$ cat config.mk
export PLATFORM = sky130hd
export DESIGN_NAME = priority_inheritance_mutex_unit
export DESIGN_NICKNAME = d
export VERILOG_FILES = /design/src/hdl/pimu_pkg.sv /design/src/hdl/pimu_dp.sv /design/src/hdl/pimu_ctrl.sv /design/src/hdl/priority_inheritance_mutex_unit.sv
export SDC_FILE = /design/constraint.sdc
export NUM_CORES = 2
export LEC_CHECK = 0
export BUFFER_PORTS_ARGS = -buffer_cell sky130_fd_sc_hd__buf_2
export CAP_MARGIN = 10
export CORE_ASPECT_RATIO = 1.1
export CORE_UTILIZATION = 55
export CTS_CLUSTER_SIZE = 16
export DETAILED_ROUTE_END_ITERATION = 10
export PLACE_DENSITY = 0.8
export SLEW_MARGIN = 0
export SYNTH_ARGS = -nofsm -noshare
export SYNTH_HDL_FRONTEND = slang
export SYNTH_SLANG_ARGS = --single-unit
$ cat constraint.sdc
create_clock -name i_clk -period 10.2 [get_ports i_clk]
set_input_delay 1.53 -clock i_clk [delete_from_list [all_inputs] [get_ports i_clk]]
set_output_delay 1.53 -clock i_clk [all_outputs]
set_load 0.01 [all_outputs]
$ cat src/hdl/pimu_pkg.sv
// Package for the priority-inheritance mutex unit: request kinds, status codes,
// controller state encoding and the command/status structs. No dependencies.
`default_nettype none
package pimu_pkg;
    localparam int NUM_TASKS_D   = 16;
    localparam int NUM_MUTEXES_D = 16;
    localparam int PRIO_LEVELS_D = 32;
    localparam int MAX_DEPTH     = 255;
    localparam int MAX_PRIO_RPT  = 17;

    localparam logic [1:0] K_LOCK   = 2'd0;
    localparam logic [1:0] K_UNLOCK = 2'd1;
    localparam logic [1:0] K_CANCEL = 2'd2;
    localparam logic [1:0] K_SETPRI = 2'd3;

    localparam logic [2:0] ST_OK       = 3'd0;
    localparam logic [2:0] ST_QUEUED   = 3'd1;
    localparam logic [2:0] ST_TIMEOUT  = 3'd2;
    localparam logic [2:0] ST_DEADLOCK = 3'd3;
    localparam logic [2:0] ST_RECURSE  = 3'd4;
    localparam logic [2:0] ST_NOTOWNER = 3'd5;

    typedef enum logic [10:0] {
        S_IDLE   = 11'b00000000001,
        S_DECIDE = 11'b00000000010,
        S_CYC    = 11'b00000000100,
        S_BOOST  = 11'b00000001000,
        S_ENQ    = 11'b00000010000,
        S_DEQ    = 11'b00000100000,
        S_HMAX   = 11'b00001000000,
        S_APPLY  = 11'b00010000000,
        S_DONE   = 11'b00100000000,
        S_ENQW   = 11'b01000000000,
        S_HAND   = 11'b10000000000
    } t_state;

    typedef struct packed {
        logic load;      // latch request
        logic decide;    // evaluate simple cases
        logic cyc_init;
        logic cyc_step;
        logic bst_init;
        logic bst_step;
        logic enq_init;
        logic enq_step;
        logic enq_link;
        logic deq_step;
        logic hm_init;
        logic hm_step;
        logic apply;     // commit level, report change
        logic hand;      // unlock handoff
        logic done;      // completion report
    } t_cmd;

    typedef struct packed {
        logic       is_bad;
        logic [1:0] kind;
        logic       need_walk;    // lock needs cycle check
        logic       need_unlock;  // final unlock
        logic       need_cancel;  // cancel of a live wait
        logic       cyc_end;
        logic       cyc_hit;
        logic       bst_end;
        logic       enq_end;
        logic       deq_end;
        logic       hm_end;
    } t_stat;
endpackage
`default_nettype wire

$ cat src/hdl/pimu_dp.sv
// Datapath of the priority-inheritance mutex unit: task and mutex tables,
// chain and list walkers, result register. Depends on pimu_pkg.
`default_nettype none
module pimu_dp #(
    parameter int NUM_TASKS   = pimu_pkg::NUM_TASKS_D,
    parameter int NUM_MUTEXES = pimu_pkg::NUM_MUTEXES_D,
    parameter int PRIO_LEVELS = pimu_pkg::PRIO_LEVELS_D
) (
    input  wire              i_clk,
    input  wire              i_rst_n,
    input  wire  [1:0]       i_kind,
    input  wire  [3:0]       i_task_id,
    input  wire  [3:0]       i_mutex_id,
    input  wire              i_no_wait,
    input  wire  [4:0]       i_base_level,
    input  wire  pimu_pkg::t_cmd i_cmd,
    output pimu_pkg::t_stat  o_stat,
    output logic             o_strobe,
    output logic             o_report_kind,
    output logic [2:0]       o_status,
    output logic [3:0]       o_subject_task,
    output logic [4:0]       o_new_level,
    output logic             o_woken_valid,
    output logic [3:0]       o_woken_task,
    output logic             o_last
);
    import pimu_pkg::*;
    localparam int TW = $clog2(NUM_TASKS);
    localparam int MW = (NUM_MUTEXES > 1) ? $clog2(NUM_MUTEXES) : 1;
    localparam int LW = $clog2(PRIO_LEVELS);
    localparam int GW = TW + 2;
    localparam logic [LW-1:0] LMAX = LW'(PRIO_LEVELS - 1);

    // tables; valid flags mark "some" for owner/head/next/waiting
    logic [TW-1:0] r_own [NUM_MUTEXES];
    logic          r_own_v [NUM_MUTEXES];
    logic [7:0]    r_dep [NUM_MUTEXES];
    logic [TW-1:0] r_head [NUM_MUTEXES];
    logic          r_head_v [NUM_MUTEXES];
    logic [TW-1:0] r_nxt [NUM_TASKS];
    logic          r_nxt_v [NUM_TASKS];
    logic [MW-1:0] r_won [NUM_TASKS];
    logic          r_won_v [NUM_TASKS];
    logic [LW-1:0] r_eff [NUM_TASKS];
    logic [LW-1:0] r_base [NUM_TASKS];

    logic [1:0]    r_kind;
    logic [TW-1:0] r_t;
    logic [MW-1:0] r_m;
    logic          r_nw;
    logic [LW-1:0] r_bl;
    logic          r_bad;
    logic [2:0]    r_st;
    logic          r_walk, r_unl, r_can;

    logic [TW-1:0] r_cur;
    logic          r_cur_v;
    logic [TW-1:0] r_prev;
    logic          r_prev_v;
    logic [GW-1:0] r_guard;
    logic [LW-1:0] r_lvl;
    logic [MW:0]   r_j;
    logic [4:0]    r_nrep;

    logic          bad_in;
    assign bad_in = (32'(i_task_id) >= NUM_TASKS) ||
                    ((i_kind != K_SETPRI) && (32'(i_mutex_id) >= NUM_MUTEXES));

    logic [MW-1:0] jm;
    assign jm = r_j[MW-1:0];
    logic          j_end;
    assign j_end = (32'(r_j) >= NUM_MUTEXES);

    logic [TW-1:0] nx_own;
    logic          nx_v;
    always_comb begin
        nx_own = r_own[r_won[r_cur]];
        nx_v   = r_won_v[r_cur] && r_own_v[r_won[r_cur]];
    end

    logic guard_ok;
    assign guard_ok = (32'(r_guard) <= NUM_TASKS);

    assign o_stat.is_bad      = r_bad;
    assign o_stat.kind        = r_kind;
    assign o_stat.need_walk   = r_walk;
    assign o_stat.need_unlock = r_unl;
    assign o_stat.need_cancel = r_can;
    assign o_stat.cyc_end     = !r_cur_v || !guard_ok || (r_cur == r_t);
    assign o_stat.cyc_hit     = r_cur_v;
    assign o_stat.bst_end     = !r_cur_v || !guard_ok;
    assign o_stat.enq_end     = !r_cur_v || (32'(r_guard) >= NUM_TASKS) ||
                                (r_eff[r_cur] < r_eff[r_t]);
    assign o_stat.deq_end     = !r_cur_v || (32'(r_guard) >= NUM_TASKS) ||
                                (r_nxt_v[r_cur] && r_nxt[r_cur] == r_t);
    assign o_stat.hm_end      = j_end;

    always_ff @(posedge i_clk) begin
        o_strobe <= 1'b0;
        if (i_cmd.load) begin
            r_kind <= i_kind;
            r_t    <= TW'(i_task_id);
            r_m    <= MW'(i_mutex_id);
            r_nw   <= i_no_wait;
            r_bl   <= (32'(i_base_level) >= PRIO_LEVELS) ? LMAX : LW'(i_base_level);
            r_bad  <= bad_in;
            r_st   <= ST_OK;
            r_walk <= 1'b0;
            r_unl  <= 1'b0;
            r_can  <= 1'b0;
            r_nrep <= '0;
        end
        if (i_cmd.decide) begin
            unique case (r_kind)
                K_LOCK: begin
                    if (r_won_v[r_t]) r_st <= ST_NOTOWNER;
                    else if (!r_own_v[r_m]) begin
                        r_own[r_m] <= r_t; r_own_v[r_m] <= 1'b1; r_dep[r_m] <= 8'd1;
                    end else if (r_own[r_m] == r_t) begin
                        if (r_dep[r_m] < 8'(MAX_DEPTH)) r_dep[r_m] <= r_dep[r_m] + 8'd1;
                        else r_st <= ST_RECURSE;
                    end else if (r_nw) r_st <= ST_TIMEOUT;
                    else r_walk <= 1'b1;
                end
                K_UNLOCK: begin
                    if (!r_own_v[r_m] || r_own[r_m] != r_t) r_st <= ST_NOTOWNER;
                    else if (r_dep[r_m] > 8'd1) r_dep[r_m] <= r_dep[r_m] - 8'd1;
                    else r_unl <= 1'b1;
                end
                K_CANCEL: begin
                    if (r_won_v[r_t] && r_won[r_t] == r_m) begin
                        r_can <= 1'b1; r_st <= ST_TIMEOUT;
                    end
                end
                default: r_base[r_t] <= r_bl;
            endcase
        end
        if (i_cmd.cyc_init || i_cmd.bst_init) begin
            r_cur   <= r_own[r_m];
            r_cur_v <= r_own_v[r_m];
            r_guard <= '0;
            r_lvl   <= r_eff[r_t];
        end
        if (i_cmd.cyc_step || i_cmd.bst_step) begin
            r_cur   <= nx_own;
            r_cur_v <= nx_v;
            r_guard <= r_guard + GW'(1);
        end
        if (i_cmd.cyc_init) r_st <= ST_OK;
        if (i_cmd.bst_step) begin
            if (r_eff[r_cur] < r_lvl) begin
                r_eff[r_cur] <= r_lvl;
                if (32'(r_nrep) < MAX_PRIO_RPT) begin
                    r_nrep <= r_nrep + 5'd1;
                    o_strobe <= 1'b1; o_report_kind <= 1'b0; o_status <= ST_OK;
                    o_subject_task <= 4'(r_cur); o_new_level <= 5'(r_lvl);
                    o_woken_valid <= 1'b0; o_woken_task <= '0; o_last <= 1'b0;
                end
            end else if (r_eff[r_cur] > r_lvl) r_lvl <= r_eff[r_cur];
        end
        if (i_cmd.enq_init) begin
            r_cur    <= r_head[r_m];
            r_cur_v  <= r_head_v[r_m];
            r_prev_v <= 1'b0;
            r_guard  <= '0;
        end
        if (i_cmd.enq_step) begin
            r_prev   <= r_cur;
            r_prev_v <= 1'b1;
            r_cur    <= r_nxt[r_cur];
            r_cur_v  <= r_nxt_v[r_cur];
            r_guard  <= r_guard + GW'(1);
        end
        if (i_cmd.enq_link) begin
            r_won[r_t]   <= r_m;
            r_won_v[r_t] <= 1'b1;
            r_nxt[r_t]   <= r_cur;
            r_nxt_v[r_t] <= r_cur_v;
            if (!r_prev_v) begin
                r_head[r_m] <= r_t; r_head_v[r_m] <= 1'b1;
            end else begin
                r_nxt[r_prev] <= r_t; r_nxt_v[r_prev] <= 1'b1;
            end
            r_st <= ST_QUEUED;
        end
        if (i_cmd.deq_step) begin
            if (r_head_v[r_m] && r_head[r_m] == r_t && r_guard == '0 && r_cur == r_t
                && r_cur_v) begin
                r_head[r_m] <= r_nxt[r_t]; r_head_v[r_m] <= r_nxt_v[r_t];
                r_nxt_v[r_t] <= 1'b0; r_won_v[r_t] <= 1'b0;
            end else if (o_stat.deq_end) begin
                if (r_cur_v && r_nxt_v[r_cur] && r_nxt[r_cur] == r_t) begin
                    r_nxt[r_cur] <= r_nxt[r_t]; r_nxt_v[r_cur] <= r_nxt_v[r_t];
                end
                r_nxt_v[r_t] <= 1'b0; r_won_v[r_t] <= 1'b0;
            end else begin
                r_cur   <= r_nxt[r_cur];
                r_cur_v <= r_nxt_v[r_cur];
                r_guard <= r_guard + GW'(1);
            end
        end
        if (i_cmd.hm_init) begin
            r_j   <= '0;
            r_lvl <= (r_kind == K_SETPRI) ? r_bl : r_base[r_t];
        end
        if (i_cmd.hm_step && !j_end) begin
            r_j <= r_j + (MW+1)'(1);
            if (!(r_kind == K_UNLOCK && jm == r_m) && r_own_v[jm] && r_own[jm] == r_t
                && r_head_v[jm] && r_eff[r_head[jm]] > r_lvl)
                r_lvl <= r_eff[r_head[jm]];
        end
        if (i_cmd.apply && r_eff[r_t] != r_lvl) begin
            r_eff[r_t] <= r_lvl;
            if (32'(r_nrep) < MAX_PRIO_RPT) begin
                r_nrep <= r_nrep + 5'd1;
                o_strobe <= 1'b1; o_report_kind <= 1'b0; o_status <= ST_OK;
                o_subject_task <= 4'(r_t); o_new_level <= 5'(r_lvl);
                o_woken_valid <= 1'b0; o_woken_task <= '0; o_last <= 1'b0;
            end
        end
        if (i_cmd.hand) begin
            o_woken_valid <= r_head_v[r_m];
            o_woken_task  <= r_head_v[r_m] ? 4'(r_head[r_m]) : 4'd0;
            if (r_head_v[r_m]) begin
                r_head[r_m]   <= r_nxt[r_head[r_m]];
                r_head_v[r_m] <= r_nxt_v[r_head[r_m]];
                r_nxt_v[r_head[r_m]] <= 1'b0;
                r_won_v[r_head[r_m]] <= 1'b0;
                r_own[r_m] <= r_head[r_m];
                r_dep[r_m] <= 8'd1;
            end else begin
                r_head_v[r_m] <= 1'b0;
                r_own_v[r_m]  <= 1'b0;
                r_dep[r_m]    <= 8'd0;
            end
        end
        if (i_cmd.done) begin
            o_strobe <= 1'b1; o_report_kind <= 1'b1;
            o_status <= r_bad ? ST_NOTOWNER : r_st;
            o_subject_task <= '0; o_new_level <= '0; o_last <= 1'b1;
            if (!(r_unl && !r_bad)) begin
                o_woken_valid <= 1'b0; o_woken_task <= '0;
            end
        end
        if (i_cmd.cyc_step && o_stat.cyc_end) r_st <= ST_DEADLOCK;
        if (!i_rst_n) begin
            o_strobe <= 1'b0;
            for (int i = 0; i < NUM_MUTEXES; i++) begin
                r_own_v[i] <= 1'b0; r_head_v[i] <= 1'b0; r_dep[i] <= 8'd0;
            end
            for (int i = 0; i < NUM_TASKS; i++) begin
                r_nxt_v[i] <= 1'b0; r_won_v[i] <= 1'b0;
                r_eff[i] <= '0; r_base[i] <= '0;
            end
        end
    end
endmodule
`default_nettype wire

$ cat src/hdl/pimu_ctrl.sv
// Controller of the priority-inheritance mutex unit: sequences each request
// through the datapath walkers. Depends on pimu_pkg.
`default_nettype none
module pimu_ctrl (
    input  wire              i_clk,
    input  wire              i_rst_n,
    input  wire              start,
    output logic             busy,
    input  wire  pimu_pkg::t_stat i_stat,
    output pimu_pkg::t_cmd   o_cmd
);
    import pimu_pkg::*;
    t_state r_state, n_state;

    assign busy = (r_state != S_IDLE);

    always_comb begin
        o_cmd   = '0;
        n_state = r_state;
        unique case (r_state)
            S_IDLE: if (start) begin
                o_cmd.load = 1'b1; n_state = S_DECIDE;
            end
            S_DECIDE: begin
                if (i_stat.is_bad) n_state = S_DONE;
                else begin
                    o_cmd.decide = 1'b1;
                    n_state = S_ENQW;
                end
            end
            S_ENQW: begin
                if (i_stat.need_walk) begin
                    o_cmd.cyc_init = 1'b1; n_state = S_CYC;
                end else if (i_stat.need_unlock || i_stat.kind == K_SETPRI) begin
                    o_cmd.hm_init = 1'b1; n_state = S_HMAX;
                end else if (i_stat.need_cancel) begin
                    o_cmd.enq_init = 1'b1; n_state = S_DEQ;
                end else n_state = S_DONE;
            end
            S_CYC: begin
                o_cmd.cyc_step = 1'b1;
                if (i_stat.cyc_end) begin
                    if (i_stat.cyc_hit) n_state = S_DONE;
                    else begin
                        o_cmd.cyc_step = 1'b0; o_cmd.bst_init = 1'b1; n_state = S_BOOST;
                    end
                end
            end
            S_BOOST: begin
                if (i_stat.bst_end) begin
                    o_cmd.enq_init = 1'b1; n_state = S_ENQ;
                end else o_cmd.bst_step = 1'b1;
            end
            S_ENQ: begin
                if (i_stat.enq_end) begin
                    o_cmd.enq_link = 1'b1; n_state = S_DONE;
                end else o_cmd.enq_step = 1'b1;
            end
            S_DEQ: begin
                o_cmd.deq_step = 1'b1;
                if (i_stat.deq_end) n_state = S_DONE;
            end
            S_HMAX: begin
                o_cmd.hm_step = 1'b1;
                if (i_stat.hm_end) n_state = S_APPLY;
            end
            S_APPLY: begin
                o_cmd.apply = 1'b1;
                n_state = i_stat.need_unlock ? S_HAND : S_DONE;
            end
            S_HAND: begin
                o_cmd.hand = 1'b1; n_state = S_DONE;
            end
            S_DONE: begin
                o_cmd.done = 1'b1; n_state = S_IDLE;
            end
            default: n_state = S_IDLE;
        endcase
    end

    always_ff @(posedge i_clk) begin
        if (!i_rst_n) begin
            r_state <= S_IDLE;
        end else begin
            r_state <= n_state;
        end
    end

    a_onehot: assert property (@(posedge i_clk) disable iff (!i_rst_n) $onehot(r_state))
        else $error("state not one-hot");
    a_done_idle: assert property (@(posedge i_clk) disable iff (!i_rst_n)
        o_cmd.done |=> !busy) else $error("done did not return to idle");
    a_load: assert property (@(posedge i_clk) disable iff (!i_rst_n)
        o_cmd.load |-> (start && !busy)) else $error("load without start");
endmodule
`default_nettype wire

$ cat src/hdl/priority_inheritance_mutex_unit.sv
// Top level of the priority-inheritance mutex unit: controller plus datapath.
// The completion strobe ends each request; a blocking lock first runs the cycle,
// boost and list walks, a final unlock the holder scan and handoff; priority reports
// come before the strobe, one a cycle.
// One request at a time: busy drops as the completion strobe rises; no stall input.
// Synchronous active-low reset clears all tables at once. Depends on pimu_pkg.
`default_nettype none
module priority_inheritance_mutex_unit #(
    parameter int NUM_TASKS   = pimu_pkg::NUM_TASKS_D,
    parameter int NUM_MUTEXES = pimu_pkg::NUM_MUTEXES_D,
    parameter int PRIO_LEVELS = pimu_pkg::PRIO_LEVELS_D
) (
    input  wire        i_clk,
    input  wire        i_rst_n,
    input  wire        start,
    output logic       busy,
    input  wire  [1:0] i_kind,
    input  wire  [3:0] i_task_id,
    input  wire  [3:0] i_mutex_id,
    input  wire        i_no_wait,
    input  wire  [4:0] i_base_level,
    output logic       o_strobe,
    output logic       o_report_kind,
    output logic [2:0] o_status,
    output logic [3:0] o_subject_task,
    output logic [4:0] o_new_level,
    output logic       o_woken_valid,
    output logic [3:0] o_woken_task,
    output logic       o_last
);
    import pimu_pkg::*;
    t_cmd  cmd;
    t_stat stat;

    pimu_ctrl u_ctrl (
        .i_clk(i_clk), .i_rst_n(i_rst_n), .start(start), .busy(busy),
        .i_stat(stat), .o_cmd(cmd)
    );

    pimu_dp #(.NUM_TASKS(NUM_TASKS), .NUM_MUTEXES(NUM_MUTEXES),
              .PRIO_LEVELS(PRIO_LEVELS)) u_dp (
        .i_clk(i_clk), .i_rst_n(i_rst_n),
        .i_kind(i_kind), .i_task_id(i_task_id), .i_mutex_id(i_mutex_id),
        .i_no_wait(i_no_wait), .i_base_level(i_base_level),
        .i_cmd(cmd), .o_stat(stat),
        .o_strobe(o_strobe), .o_report_kind(o_report_kind), .o_status(o_status),
        .o_subject_task(o_subject_task), .o_new_level(o_new_level),
        .o_woken_valid(o_woken_valid), .o_woken_task(o_woken_task), .o_last(o_last)
    );
endmodule
`default_nettype wire
* Word-level counts from Yosys, hierarchy flattened *
Memory sizes are Yosys's and may differ from the RTL's. A register that Yosys moved wholly into a read port is not among the register bits.
Index checks and enable logic that the tools add are counted.

operators by class
  add/sub/neg operators = 5
  order comparisons = 10
  equality and inequality tests = 31
  mux-type cells = 249
  bitwise gates (word level) = 18
  reductions and logical operators = 43

operator list
  kind                                                    number
  2-to-1 mux 4 bit                                        45
  2-to-1 mux 1 bit                                        136
  2-to-1 mux 5 bit                                        22
  one-hot mux 11 bit (10 select lines)                    1
  2-to-1 mux 11 bit                                       8
  2-to-1 mux 3 bit                                        15
  2-to-1 mux 6 bit                                        7
  equality test 4 bit                                     8
  2-to-1 mux 8 bit                                        4
  2-to-1 mux 9 bit                                        3
  logical AND 1 bit                                       17
  bitwise OR 1 bit                                        15
  2-to-1 mux 2 bit                                        6
  equality test 11 x 1 -> 1 bit (second input constant)   1
  equality test 11 x 10 -> 1 bit (second input constant)  1
  equality test 11 bit (second input constant)            1
  equality test 11 x 2 -> 1 bit (second input constant)   1
  equality test 11 x 3 -> 1 bit (second input constant)   1
  equality test 11 x 4 -> 1 bit (second input constant)   1
  equality test 11 x 5 -> 1 bit (second input constant)   1
  equality test 11 x 6 -> 1 bit (second input constant)   1
  equality test 11 x 7 -> 1 bit (second input constant)   1
  equality test 11 x 8 -> 1 bit (second input constant)   1
  equality test 11 x 9 -> 1 bit (second input constant)   1
  other kinds (34)                                        58

storage, ports and cells
  flip-flop bits (word level) = 84
  bits in writable memories = 608
  input port bits = 19
  output and inout bits = 21
  word-level logic and storage cells = 395
  memories = 11

memories
  memory           depth  bits a word  rd ports  clocked after memory_dff  wr ports  line           RTL
  u_dp.r_dep       16     8            1         1                         17        pimu_dp.sv:37  logic [7:0] r_dep [NUM_MUTEXES];
  u_dp.r_base      16     5            1         1                         17        pimu_dp.sv:45  logic [LW-1:0] r_base [NUM_TASKS];
  u_dp.r_eff       16     5            3         2                         17        pimu_dp.sv:44  logic [LW-1:0] r_eff [NUM_TASKS];
  u_dp.r_head      16     4            2         2                         1         pimu_dp.sv:38  logic [TW-1:0] r_head [NUM_MUTEXES];
  u_dp.r_nxt       16     4            3         2                         2         pimu_dp.sv:40  logic [TW-1:0] r_nxt [NUM_TASKS];
  u_dp.r_own       16     4            3         2                         1         pimu_dp.sv:35  logic [TW-1:0] r_own [NUM_MUTEXES];
  5 more memories  --     --           --        --                        --        --

* Longest topological paths before layout *
  depth in word-level cells = 14
  gate-level depth with buffers = 20

* By module *
A second synthesis with hierarchy kept.

second synthesis, totals
  cell total of the unflattened synthesis = 3520
  area, all modules = 38663.3 sq um

by module, submodules not included
  module     instances  cells each  area each (sq um)  seq. area each (sq um)
  pimu_dp    1          3409        37848.8            16686.0
  pimu_ctrl  1          111         814.5              220.2

* Worst setup path after synthesis *
Ideal clock, no wire load.

  kind = register to register
  start point = register u_dp.r_cur[0]
  end point = memory u_dp.r_nxt[6][0] in the netlist's numbering (enable)
  library setup time = 338 ps
  arrival time = 5371 ps
  data required time = 9862 ps
  slack = 4492 ps
  stages on the path, launching flop included = 18
  buffers on the path = 7
  path through = dfxtp_1 > buf_4 > buf_6 > buf_2 > buf_2 > buf_1 > mux4_2 > mux4_2 > ha_1 > a21o_1 > a21o_1 > a21o_1 > a21oi_1 > nand2_1 > buf_2 > buf_2 > nor4_1 > o21bai_1

RTL lines
  element                 line            RTL
  from (decl)             pimu_dp.sv:56   logic [TW-1:0] r_cur;
  from (signal assigned)  pimu_dp.sv:139  r_cur <= r_own[r_m];
  from (signal assigned)  pimu_dp.sv:145  r_cur <= nx_own;
  from (signal assigned)  pimu_dp.sv:162  r_cur <= r_head[r_m];
  to (decl)               pimu_dp.sv:40

==> flow_summary.yaml <==
status:
  status: "completed"
setup_path:
  critPathBufInv: 1
  cp_data_arrival_time_ps: 6490
  start_kind: "flop"
  critical_path.max_fanout: 48
  cp.required_ps: 10720
  worstPathCellList: "buf_4 -> mux4_2 -> mux4_2 -> mux4_2 -> mux2_2 -> nand2_1 -> o21ai_0 -> ha_1 -> and3_1 -> o21ai_0 -> a21oi_1 -> nand3_1 -> nand4b_1 -> mux2_2"
  r2r_setup_slack_ps: 4230
  crit_family: "multiplexers"
  path_common_cell: "mux4_2"
  timing.rr.end: "u_dp.r_lvl[3]"
  critPathMaxStageDelay_ps: 850
  slowest_stage: "mux4_2"
  ff2ff_path_depth: 14
  path_class: "flop to flop"
  cp-end-kind: "flop"
global_route:
  gr-max-usage-layer: "met2"
  grt_overflow: 0
  gr-usage-met3: 0.0934
  met1_usage: 0.426
  met2_usage: 0.528
  grt_antenna_before_repair: 1
  grt_max_degree: 108
  grt_util_all_layers: 0.341
  grt_pass1_vias: 29800
  grt_pass1_wl_um: 183000
clock_tree:
  hold_buffers: 0
  cts_htree_levels: 3
  cts_tree: "yes"
  cts_buffer_depth: 3
  clk-insertion-delay-late_ps: 670
  cts-resized-gates: 0
  cts_sinks: 704
  cts-root-buf: "clkbuf_16"
  clk_pin_slew_worst_paths_ps: 60
  cts_setup_buffers: 0
  cts_buffers: 77
finish:
  antenna_cells: 0
  fillers: 5392
  nets: 3417
  final_cells: 4367
  drive_gt1_frac: 0.202
  multiInputGateArea_um2: 20200
  register_area_um2: 16900
  area_growth_pct: 8.79
  final_area_um2: 41900
place:
  gp_congestion: 1.06
  place.port_buffers: 39
  dp_hpwl_um: 81300
  placed_area_um2: 39200
  placedCellCount: 4224
floorplanning:
  chipWidth_um: 254
  io_pins: 40
  core.rowCount: 101
  die_h_um: 280
  die_area_um2: 71100
  core_um2: 69100
  start_util: 0.557
timing:
  rsz0062_at_grt: "false"
  tightest_slew_ps: 1290
  min_period_over_period: 0.586
  finalCriticalPeriod_ps: 5970
  hold_ws_ps: 449
  drv_slew: 0
  fin_worst_skew_ps: 50.3
  relSlewSlack: 0.118
  hold_viol: 0
  finalSetupViolCount: 0
  tns_ps: 0
  max_freq_mhz: 167
logic_synthesis:
  synth_area_leaders: "dfxtp_1 22%, edfxtp_1 22%, mux4_2 16%"
  yosysSeqAreaShare: 0.439
  ys_warn_count: 0
  synthArstFlopShare: 0
  syn_area_per_cell_um2: 11.1
  synth.ff_latch_count: 704
  synth_top_cell_area_share: 0.220
  synth_top_area_cell: "dfxtp_1"
  synth_common_cells: "423 x dfxtp_1, 363 x nor2_1, 281 x edfxtp_1, 272 x o21ai_0, 269 x mux4_2"
  syn-num-nets: 3512
  synth.most_common_cell: "dfxtp_1"
  syn_inst: 3472
  synth-main-ff-cell: "dfxtp_1"
  synth_edf_count: 281
  synth_area_um2: 38500
  netlist-cell-type-count: 89
pwr:
  p_total_mw: 7.28
  powerDensity_nw_per_um2: 174
  p_leak_nw: 14.9
  ir_worst_vdd_v: 0.000222
detailed_routing:
  viasPerCell: 7.14
  wl_per_cell_um: 27.9
  drc: 0
  vias: 31200
  wl_um: 122000
  first_iter_violations: 4925
  ant_nets: 0
  drt_pass1_iterations: 10
run:
  maxCapViolations: 0
hold_path:
  hp-start: "u_dp.o_last"
  min_to: "u_dp.o_last"
  hold_class: "flop to flop"
  min_path_cells: 2
## layout by cell type (no fill, tap or decap), types with 18 or more instances in the layout
cell / n
clkbuf_16: 78
dfxtp_1: 413
nand4_1: 18
mux4_1: 18
buf_4: 79
xnor2_1: 20
clkinv_2: 18
nand2b_1: 22
mux2i_1: 236
and2_1: 20
nand2_1: 217
inv_1: 33
nor2b_1: 23
edfxtp_1: 281
buf_2: 38
nor3_1: 48
o211ai_1: 27
o21ai_0: 267
a22oi_1: 31
nor4_1: 20
a32o_1: 21
ha_1: 21
mux4_2: 269
nor2_1: 362
a21oi_1: 170
mux2_2: 93
nand3_1: 195
a31oi_1: 26
## logic make-up after synthesis
family	after synthesis	share of synthesized area
buffers and inverters	329	0.0370
AOI/OAI and AO/OA	754	0.129
muxes	620	0.260
xor gates and xnor gates	33	0.00750
DFF	704	0.439
and+or+nand+nor	1011	0.122
adders and majority gates	21	0.00682
## cell type report
class	count	share of cell area
multi-input cells	2439	0.483
flip-flops and latches	704	0.404
clock buffers	97	0.0495
well taps	927	0.0277
repair buffers	118	0.0188
clock inverters	45	0.0142
inverters	37	0.00343
## state kept, by name, summed over array words and instances, names as in the netlist, 4 cells and up, named ones only
name and count:
u_dp.r_base 80, u_dp.r_won_v 16, u_dp.r_j 5, u_dp.r_nrep 5, u_dp.o_subject_task 4, u_dp.r_cur 4, u_dp.r_own 64, u_dp.r_bl 5
u_dp.r_head_v 16, u_dp.r_head 64, u_ctrl.r_state 11, u_dp.o_woken_task 4, u_dp.r_t 4, u_dp.r_guard 6, u_dp.r_nxt 64, u_dp.o_new_level 5
u_dp.r_own_v 16, u_dp.r_nxt_v 16, u_dp.r_prev 4, u_dp.r_eff 80, u_dp.r_lvl 5, u_dp.r_dep 128, u_dp.r_won 64, u_dp.r_m 4
## through the flow
stage | setup WS, ps | utilization
floorplan | 4490 | -
global placement | 4450 | 0.568
detailed placement | 4480 | 0.568
CTS | 4400 | 0.606
global route | 3980 | 0.606
finish | 4230 | 0.606
## worst max-delay path by stage
| stage | end | slack, ps | startpoint | depth (start not counted) |
|---|---|---|---|---|
| floorplan | u_dp.r_nxt[6][0] | 4490 | u_dp.r_cur[0] | 17 |
| global placement | u_dp.r_lvl[4] | 4450 | flop | 14 |
| detailed placement | u_dp.r_lvl[2] | 4480 | flop | 14 |
| CTS | u_dp.r_lvl[3] | 4400 | flop | 14 |
| global route | u_dp.r_lvl[4] | 3980 | flop | 14 |
| finish | u_dp.r_lvl[3] | 4230 | flop | 14 |
## layer usage
layer,share of wire,vias to the layer above
met5,0.00013,-
li1,-,13100
met1,0.34,15000
met2,0.46,2419
met4,0.069,2
met3,0.13,623
## worst register-to-register path, stage by stage, from the launching register on
cell	delay, ps
dfxtp_2	310
buf_4	620
mux4_2	630
mux4_2	850
mux4_2	620
mux2_2	280
nand2_1	70
o21ai_0	140
ha_1	340
and3_1	170
o21ai_0	100
a21oi_1	130
nand3_1	270
nand4b_1	790
mux2_2	510
## where the power goes
group	total, mW	switching [mW]	internal, mW
registers	3.06	0.0922	2.97
clock network	2.94	1.26	1.68
logic	1.28	0.822	0.458
total	7.28	2.17	5.11
Note: power is estimated with default switching activity, not from simulation.
